$ cat src/design/sfd_pkg.sv
`timescale 1ns / 1ps
// ----------------------------------------------------------------------------
// sfd_pkg
// Shared constants and types for the sync/XOR frame deframer.
// ----------------------------------------------------------------------------
package sfd_pkg;

    localparam int FRAME_BYTES = 12;
    localparam int BODY_DEPTH  = FRAME_BYTES - 3;
    localparam int CNT_W       = $clog2(FRAME_BYTES);
    localparam int IDX_W       = $clog2(BODY_DEPTH);

    localparam logic [7:0] SYNC_BYTE  = 8'hFF;
    localparam logic [7:0] CHECK_GOOD = 8'h00;

    // Hunt states and the first body position share the byte counter
    localparam logic [CNT_W-1:0] CNT_HUNT   = CNT_W'(0);
    localparam logic [CNT_W-1:0] CNT_SYNC1  = CNT_W'(1);
    localparam logic [CNT_W-1:0] CNT_SYNC2  = CNT_W'(2);
    localparam logic [CNT_W-1:0] CNT_BODY   = CNT_W'(3);
    localparam logic [CNT_W-1:0] CNT_CHECK  = CNT_W'(FRAME_BYTES - 1);

    localparam int RESULT_W = 72;

    typedef struct packed {
        logic [31:0] payload;
        logic [7:0]  data_flag;
        logic [7:0]  reserved_byte;
        logic [7:0]  device_number;
        logic [7:0]  order_code;
        logic [7:0]  header_byte;
    } result_t;

    // Handshake between the core and the output register
    typedef struct packed {
        logic step;
        logic emit;
    } step_ctl_t;

endpackage

$ cat src/design/sfd_in_stage.sv
`timescale 1ns / 1ps
// ----------------------------------------------------------------------------
// sfd_in_stage
// Input register: holds one received byte until the core consumes it.
// ----------------------------------------------------------------------------
module sfd_in_stage (
    input  logic       aclk,
    input  logic       aresetn,
    input  logic       s_tvalid,
    output logic       s_tready,
    input  logic [7:0] s_tdata,   // [7:0] rx_byte
    input  logic       consume,
    output logic       byte_valid,
    output logic [7:0] byte_data
);
    import sfd_pkg::*;

    logic       valid_reg;
    logic       valid_next;
    logic [7:0] data_reg;

    assign s_tready   = !valid_reg || consume;
    assign byte_valid = valid_reg;
    assign byte_data  = data_reg;

    always_comb begin
        valid_next = valid_reg;
        if (s_tready) begin
            valid_next = s_tvalid;
        end
    end

    always_ff @(posedge aclk) begin
        if (!aresetn) begin
            valid_reg <= 1'b0;
        end else begin
            valid_reg <= valid_next;
        end
    end

    always_ff @(posedge aclk) begin
        if (s_tvalid && s_tready) begin
            data_reg <= s_tdata;
        end
    end

endmodule

$ cat src/design/sfd_core.sv
`timescale 1ns / 1ps
// ----------------------------------------------------------------------------
// sfd_core
// Sync hunt, running XOR check and body byte capture, one byte per step.
// ----------------------------------------------------------------------------
module sfd_core (
    input  logic                 aclk,
    input  logic                 aresetn,
    input  logic                 step,
    input  logic [7:0]           rx_byte,
    output logic                 emit,
    output sfd_pkg::result_t     result
);
    import sfd_pkg::*;

    logic [CNT_W-1:0] count_reg;
    logic [CNT_W-1:0] count_next;
    logic [7:0]       chk_reg;
    logic [7:0]       chk_next;
    logic [7:0]       body_reg [BODY_DEPTH];
    logic             body_we;
    logic [IDX_W-1:0] body_idx;
    logic [7:0]       chk_sum;
    logic             is_sync;
    logic [CNT_W-1:0] pos_idx;

    assign chk_sum = chk_reg ^ rx_byte;
    assign is_sync = (rx_byte == SYNC_BYTE);
    assign pos_idx = count_reg - CNT_SYNC2;

    always_comb begin
        count_next = count_reg;
        chk_next   = chk_reg;
        body_we    = 1'b0;
        body_idx   = '0;
        emit       = 1'b0;
        if (step) begin
            unique case (count_reg)
                CNT_HUNT: begin
                    if (is_sync) begin
                        count_next = CNT_SYNC1;
                    end
                end
                CNT_SYNC1, CNT_SYNC2: begin
                    if (is_sync) begin
                        count_next = CNT_SYNC2;
                    end else begin
                        // take the header; a single sync counts as full
                        count_next = CNT_BODY;
                        chk_next   = chk_sum;
                        body_we    = 1'b1;
                    end
                end
                default: begin
                    if (count_reg >= CNT_CHECK) begin
                        count_next = CNT_HUNT;
                        chk_next   = '0;
                        emit       = (chk_sum == CHECK_GOOD);
                    end else begin
                        count_next = count_reg + CNT_W'(1);
                        chk_next   = chk_sum;
                        body_we    = 1'b1;
                        body_idx   = pos_idx[IDX_W-1:0];
                    end
                end
            endcase
        end
    end

    always_ff @(posedge aclk) begin
        if (!aresetn) begin
            count_reg <= CNT_HUNT;
            chk_reg   <= '0;
        end else begin
            count_reg <= count_next;
            chk_reg   <= chk_next;
        end
    end

    always_ff @(posedge aclk) begin
        for (int i = 0; i < BODY_DEPTH; i++) begin
            if (body_we && (body_idx == IDX_W'(i))) begin
                body_reg[i] <= rx_byte;
            end
        end
    end

    assign result.header_byte   = body_reg[0];
    assign result.order_code    = body_reg[1];
    assign result.device_number = body_reg[2];
    assign result.reserved_byte = body_reg[3];
    assign result.data_flag     = body_reg[4];
    assign result.payload       = {body_reg[5], body_reg[6], body_reg[7], body_reg[8]};

endmodule

$ cat src/design/sfd_out_stage.sv
`timescale 1ns / 1ps
// ----------------------------------------------------------------------------
// sfd_out_stage
// Result register: holds a decoded frame until the sink takes it.
// ----------------------------------------------------------------------------
module sfd_out_stage (
    input  logic                          aclk,
    input  logic                          aresetn,
    input  sfd_pkg::step_ctl_t            ctl,
    input  sfd_pkg::result_t              result,
    output logic                          can_take,
    output logic                          m_tvalid,
    input  logic                          m_tready,
    output logic [sfd_pkg::RESULT_W-1:0]  m_tdata
);
    import sfd_pkg::*;

    logic    valid_reg;
    logic    valid_next;
    result_t data_reg;

    assign can_take = !valid_reg || m_tready;
    assign m_tvalid = valid_reg;
    assign m_tdata  = data_reg;

    always_comb begin
        valid_next = valid_reg;
        if (can_take) begin
            // drop the taken result, load a new one if the step emits
            valid_next = ctl.step && ctl.emit;
        end
    end

    always_ff @(posedge aclk) begin
        if (!aresetn) begin
            valid_reg <= 1'b0;
        end else begin
            valid_reg <= valid_next;
        end
    end

    always_ff @(posedge aclk) begin
        if (can_take && ctl.step && ctl.emit) begin
            data_reg <= result;
        end
    end

endmodule

$ cat src/design/sync_xor_frame_deframer.sv
`timescale 1ns / 1ps
// ----------------------------------------------------------------------------
// sync_xor_frame_deframer
// Byte-serial deframer for 12-byte sync/XOR-checked frames.
// ----------------------------------------------------------------------------
//  channel   direction  width  contents
//  s_*       in         8      rx_byte
//  m_*       out        72     header, order, device, reserved, flag, payload
//
//  One byte per cycle while the result register can take it: a byte is
//  registered on input, then stepped through the hunt/check logic into the
//  result register, loaded when a frame's check byte passes the XOR check.
//  aresetn (synchronous) clears the hunt counter, check and both valid flags.
//  While a result waits on m_tready, one more byte is held on input; then
//  s_tready drops.
// ----------------------------------------------------------------------------
module sync_xor_frame_deframer (
    input  logic                         aclk,
    input  logic                         aresetn,
    input  logic                         s_tvalid,
    output logic                         s_tready,
    input  logic [7:0]                   s_tdata,   // [7:0] rx_byte
    output logic                         m_tvalid,
    input  logic                         m_tready,
    // [7:0] header_byte, [15:8] order_code, [23:16] device_number,
    // [31:24] reserved_byte, [39:32] data_flag, [71:40] payload
    output logic [sfd_pkg::RESULT_W-1:0] m_tdata
);
    import sfd_pkg::*;

    logic      byte_valid;
    logic [7:0] byte_data;
    logic      can_take;
    logic      emit;
    result_t   result;
    step_ctl_t ctl;

    assign ctl.step = byte_valid && can_take;
    assign ctl.emit = emit;

    sfd_in_stage u_in_stage (
        .aclk       (aclk),
        .aresetn    (aresetn),
        .s_tvalid   (s_tvalid),
        .s_tready   (s_tready),
        .s_tdata    (s_tdata),
        .consume    (ctl.step),
        .byte_valid (byte_valid),
        .byte_data  (byte_data)
    );

    sfd_core u_core (
        .aclk    (aclk),
        .aresetn (aresetn),
        .step    (ctl.step),
        .rx_byte (byte_data),
        .emit    (emit),
        .result  (result)
    );

    sfd_out_stage u_out_stage (
        .aclk     (aclk),
        .aresetn  (aresetn),
        .ctl      (ctl),
        .result   (result),
        .can_take (can_take),
        .m_tvalid (m_tvalid),
        .m_tready (m_tready),
        .m_tdata  (m_tdata)
    );

endmodule

$ cat config.mk
export PLATFORM = sky130hd
export DESIGN_NAME = sync_xor_frame_deframer
export DESIGN_NICKNAME = d
export VERILOG_FILES = /design/src/design/sfd_pkg.sv /design/src/design/sfd_in_stage.sv /design/src/design/sfd_core.sv /design/src/design/sfd_out_stage.sv /design/src/design/sync_xor_frame_deframer.sv
export SDC_FILE = /design/constraint.sdc
export NUM_CORES = 1
export LEC_CHECK = 0
export BUFFER_PORTS_ARGS = -buffer_cell sky130_fd_sc_hd__buf_2
export CORE_MARGIN = 2
export CORE_UTILIZATION = 43
export DETAILED_ROUTE_END_ITERATION = 7
export HOLD_SLACK_MARGIN = 0.15
export PLACE_DENSITY = 0.61
export SLEW_MARGIN = 20
export SYNTH_ARGS = -nofsm -noshare
export SYNTH_HDL_FRONTEND = slang
export SYNTH_SLANG_ARGS = --single-unit
$ cat constraint.sdc
create_clock -name aclk -period 12.1 [get_ports aclk]
set_clock_uncertainty 0.15 [all_clocks]
set_input_delay 2.42 -clock aclk [delete_from_list [all_inputs] [get_ports aclk]]
set_output_delay 2.42 -clock aclk [all_outputs]
set_load 0.03 [all_outputs]
Yosys cells after proc, flatten, opt, wreduce, memory -nomap -nowiden
Memories as Yosys holds them, arrays and structs flattened. A register that Yosys moved wholly into a read port is not among the register bits.
Cells that the tools add are included.
- output and inout bits: 74
- RAM bits: 72
- bits in registers: 22
- input port bits: 12
- memories kept: 1
- memory list (memory ; words ; bits a word ; read ports ; clocked after Yosys merged registers in ; wr ports ; line ; RTL):
    u_core.body_reg ; 9 ; 8 ; 9 ; 9 ; 1 ; sfd_core.sv:20 ; logic [7:0] body_reg [BODY_DEPTH];
- reduce and logical (&&, ||, !) cells: 33
- $lt $le $gt $ge: 1
- equal/unequal tests: 13
- add/sub/neg operators: 2
- bitwise gates (word level): 2
- mux-type cells: 59
- operators by type and width (operator ; count):
    8-bit 2-to-1 mux ; 10
    8-bit OR reduction ; 8
    4-bit 2-to-1 mux ; 13
    1-bit 2-to-1 mux ; 33
    4-bit by 3-bit == test with 1-bit output, second input constant ; 4
    8-bit one-hot mux with 2 select lines ; 1
    1-bit logical AND ; 14
    4-bit by 2-bit == test with 1-bit output, second input constant ; 3
    4-bit by 1-bit == test with 1-bit output, second input constant ; 2
    8-bit == test, second input constant ; 1
    4-bit logical NOT ; 2
    8-bit logical NOT ; 1
    4-bit one-hot mux with 2 select lines ; 1
    8-bit bitwise XOR ; 1
    4-bit by 1-bit adder with 4-bit output, second input constant ; 1
    4-bit == test, second input constant ; 1
    4-bit greater-or-equal comparator, second input constant ; 1
    4-bit by 2-bit subtractor with 4-bit output, second input constant ; 1
    3-bit AND reduction ; 1
    3-bit OR reduction ; 1
    1-bit logical NOT ; 2
    1-bit logical OR ; 2
    2-bit by 1-bit inequality test with 1-bit output, second input constant ; 1
    2-bit inequality test, second input constant ; 1
    other kinds (4) ; 4

Longest topological paths before layout
- word-level depth: 17
- gate-level depth with buffers: 7

Modules after synthesis
Synthesis repeated with hierarchy kept, for this count alone.
- cell total of the unflattened synthesis: 288
- area, all modules: 5669.2 um^2
- modules (own cells, without submodules) (module ; sequential area each (um^2) ; cells each ; times used ; area an instance (um^2)):
    sfd_core ; 2402.3 ; 197 ; 1 ; 3138.0
    sfd_out_stage ; 2182.1 ; 77 ; 1 ; 2227.1
    sfd_in_stage ; 260.2 ; 13 ; 1 ; 297.8
    sync_xor_frame_deframer ; 0.0 ; 1 ; 1 ; 6.3

Least setup slack after synthesis
OpenSTA, ideal clock, no wires.
- path type: input to register
- start point: in m_tready
- end point: reg m_tdata[0] (netlist name)
- cell stages on the path: 3
- data arrival time: 9.737 ns
- setup slack: 1.530 ns
- path buffers: 0
- cells stage by stage: nand2b_1 nand3_1 nor4_1
- cells in the longest elaborated chain, start to end: 4
- elaborated cells between the ends (all ways): 5
- classes of those cells: mux (1); reduce/logical (4)
- RTL lines (element ; line ; RTL):
    start, declared ; sync_xor_frame_deframer.sv:24 ; input logic m_tready,
    1-bit logical OR * ; sfd_out_stage.sv:22 ; assign can_take = !valid_reg || m_tready;
    1-bit logical AND ; sync_xor_frame_deframer.sv:38 ; assign ctl.step = byte_valid && can_take;
    1-bit 2-to-1 mux / 1-bit logical AND (equally long branches) ; sfd_core.sv:37, sfd_out_stage.sv:43 ;
    1-bit logical AND * ; sfd_out_stage.sv:43 ; if (can_take && ctl.step && ctl.emit) begin
Mark *: on every way between the ends. The rest lies on a longest branch, timed or not.
A chain may end at the register's enable or synchronous reset.

Final worst setup path
- start point: in m_tready
- end point: out s_tready
- cells in the longest elaborated chain, start to end: 3
- RTL lines (element ; line ; RTL):
    1-bit logical OR ; sfd_out_stage.sv:22 ;
    1-bit logical AND ; sync_xor_frame_deframer.sv:38 ;
    1-bit logical OR ; sfd_in_stage.sv:22 ; assign s_tready = !valid_reg || consume;
    end, declared ; sync_xor_frame_deframer.sv:21 ; output logic s_tready,
Every way passes these cells.

==> results by group <==
Global route
  – GRT Overall Usage: 14.4%
  – Number of global-route vias before repair: 2717
  – Initial antenna violation count: 0
  – Largest net degree at the start of global routing: 49
  – First-pass GRT wire length: 14.7 mm
  – Overflow after GRT: 0

Route
  – Routed wire length per instance: 16.7 microns
  – Post-DR vias/cell: 4.86
  – Routed via count: 2781
  – DR iter-0 viols: 206
  – Remaining DRCs: 0
  – First drt pass iteration count: 6
  – Final ANT Viol Nets: 0
  – Routed WL: 9.54 mm

Floorplan
  – Die area: 14100 sq um
  – Cell Rows: 41
  – Top Ports: 86
  – Die height: 119 microns
  – Core area: 12700 sq um
  – Width of the die: 119 microns
  – Initial core utilization: 44.4%

Min path
  – Hold Crit Class: register to register
  – Hold depth: 0

Clock network
  – H-Tree Depth: 4
  – Post-CTS resize count: 0
  – Max clock buf depth: 2
  – CTS Sinks: 166
  – CTS clk-pin slew, worst paths: 0.06 ns
  – CTS tree: yes
  – Clk Latency, worst-skew pair: 0.42 ns
  – Post-CTS setup buffer count: 0
  – CTS buffer count: 17
  – Root Driver: clkbuf_16
  – # hold bufs at CTS: 0

Place
  – Dpl hpwl: 5.77 mm
  – Port Buffers: 85
  – Placed instance area: 6300 sq um
  – Placed cells: 541
  – Final Wtd Congestion: 0.815

Cells and area
  – Fill cells: 1061
  – Finished Layout Cells: 572
  – Share of layout cells above drive strength 1: 32.3%
  – Layout Nets: 406
  – Final instance area: 6820 sq um
  – Layout area overhead: 20.7%
  – # diodes: 0

Timing
  – Setup TNS: 0 ns
  – Pins Over Slew Limit: 0
  – Fmax: 180 MHz
  – Final setup viols: 0
  – Slew margin rel.: 53.2%
  – Tcrit/Tclk final: 45.9%
  – RSZ-0062 raised after global routing: no
  – Least-Margin Pin Slew: 0.699 ns
  – Final min period: 5.55 ns
  – Fin. Hold Viols: 0

Power
  – VDD IR max: 0.0000984 V
  – P_leak: 2.33 nW
  – PwrDens: 162 nW/um^2
  – Final Total Pwr: 0.00111 W

Run status
  – Status: finished, final reports clean

Flow run
  – MaxCap Viol Count: 0

Synth
  – Sequential area share after synthesis: 85.7%
  – Post-synth top area share: 80.7%
  – Synth area leaders: edfxtp_1 81%, dfxtp_1 5.0%, xnor2_1 1.4%
  – #FFs+latches synth: 166
  – Synthesized area per cell: 19.9 sq um
  – Yosys warning count: 0
  – Post-synth top flop: edfxtp_1
  – EDFF count, synth: 152
  – Gate Count Post-Synth: 284
  – Mapped Nets: 302
  – Post-Syn Area: 5650 sq um
  – Area leader, netlist: edfxtp_1
  – Ys async rst share: 0%
  – Synth unique cells: 39

Worst setup path
  – CP startpoint kind: input pin
  – Crit path capture type: output pin
  – CP top delay family: buffers and inverters
  – Worst Path Arrival: 2.98 ns
  – Largest fanout on the critical path: 3
  – Slowest stage cell, crit path: buf_2
  – CP Cell Sequence: buf_2, nor2b_1, nand2_1, buf_2
  – Crit Path Class: input pin to output pin
  – CP Buf/Inv Count: 2
  – Most common cell on crit path: buf_2
  – Slowest cell delay on critical path: 0.19 ns
  – CP required: 9.53 ns
  – Critical Path Stages: 4
  – Worst Reg2Reg Path Length in Cells: 6
-- per-stage QoR --
stage,hold slack (ns),setup slack [ns],util (%)
after floorplan,0.250,1.53,-
after global placement,0.250,6.58,49.5
after detailed placement,0.255,6.55,49.5
after CTS,0.268,6.54,53.5
after global routing,0.271,6.46,53.6
final,0.263,6.55,53.6
-- routing by layer --
metal  track usage (%)  routed length (microns)
met5                 0                        0
met4              7.37                      196
met3              4.78                      441
met2              22.5                     4800
met1              17.8                     4100
-- synth_stat cells (2+ instances only) --
library cell and count:
and2_1 2, nand3b_1 8, o21ai_1 7, dfxtp_1 14, o211ai_1 2, nor2_1 13, nand4_1 3, nand2_1 8
xnor2_1 9, nand3_1 2, a21oi_1 3, o211a_1 2, edfxtp_1 152, nor3_1 5, o21ai_0 3, nand2b_1 3
o21a_1 4, ha_1 6, nor4_1 4, inv_1 3, o311ai_0 8, clkbuf_1 2, o21ai_2 2, o2111ai_1 2
buf_6 2, nor2b_1 2
-- path summary, 6_finish.rpt --
check | endpoint | from | slack [ns]
setup / recovery | s_tready | m_tready | 6.55
hold / removal | m_tdata[41] | u_core.body_reg[0][65] | 0.26
setup reg to reg | u_core.body_reg[0][42] | u_core.count_reg[1] | 8.93
hold reg to reg | m_tdata[41] | u_core.body_reg[0][65] | 0.26
-- final cells by class --
| class | count | area, sq um | share of cell area (%) |
|---|---|---|---|
| Clock inverter | 12 | 65.1 | 0.954 |
| Inverter | 3 | 11.3 | 0.165 |
| Tap cell | 172 | 215 | 3.16 |
| Timing Repair Buffer | 90 | 463 | 6.79 |
| Multi-Input combinational cell | 110 | 788 | 11.6 |
| Sequential cell | 166 | 4840 | 71.0 |
| Clock buffer | 19 | 433 | 6.35 |
-- report_power, final --
group / internal (W) / switching [W]
Sequential: 0.000626 / 0.0000110
Clock: 0.000256 / 0.000203
Combinational: 0.00000483 / 0.00000544
-- placed cells by master (no fill, tap or decap), types with 2 or more instances in the layout --
cell | synthesis | layout
edfxtp_1 | 152 | 152
buf_2 | 1 | 85
clkbuf_16 | 0 | 17
dfxtp_1 | 14 | 14
nor2_1 | 13 | 13
xnor2_1 | 9 | 9
nand2_1 | 8 | 8
nand3b_1 | 8 | 8
o311ai_0 | 8 | 8
o21ai_1 | 7 | 7
clkinv_2 | 0 | 7
ha_1 | 6 | 6
buf_4 | 0 | 5
o21a_1 | 4 | 4
nor3_2 | 0 | 4
inv_1 | 3 | 3
nand2b_1 | 3 | 3
a21oi_1 | 3 | 3
o21ai_0 | 3 | 3
nand4_1 | 3 | 3
nor4_1 | 4 | 3
clkinvlp_4 | 0 | 3
and2_1 | 2 | 2
o2111ai_1 | 2 | 2
o211ai_1 | 2 | 2
nor2b_1 | 2 | 2
nand3_1 | 2 | 2
o211a_1 | 2 | 2
o21ai_2 | 2 | 2
clkinv_1 | 0 | 2
clkbuf_1 | 2 | 2
-- kinds of logic (layout without fill, tap and decap cells) --
family | Yosys count | in the layout | synth area share [%]
compound gates | 36 | 36 | 4.60
xor+xnor | 9 | 9 | 1.39
fa+ha+maj | 6 | 6 | 1.33
buf+inv | 8 | 124 | 0.819
flops | 166 | 166 | 85.7
simple gates | 59 | 59 | 6.15
Note: power is estimated with default switching activity, not from simulation.
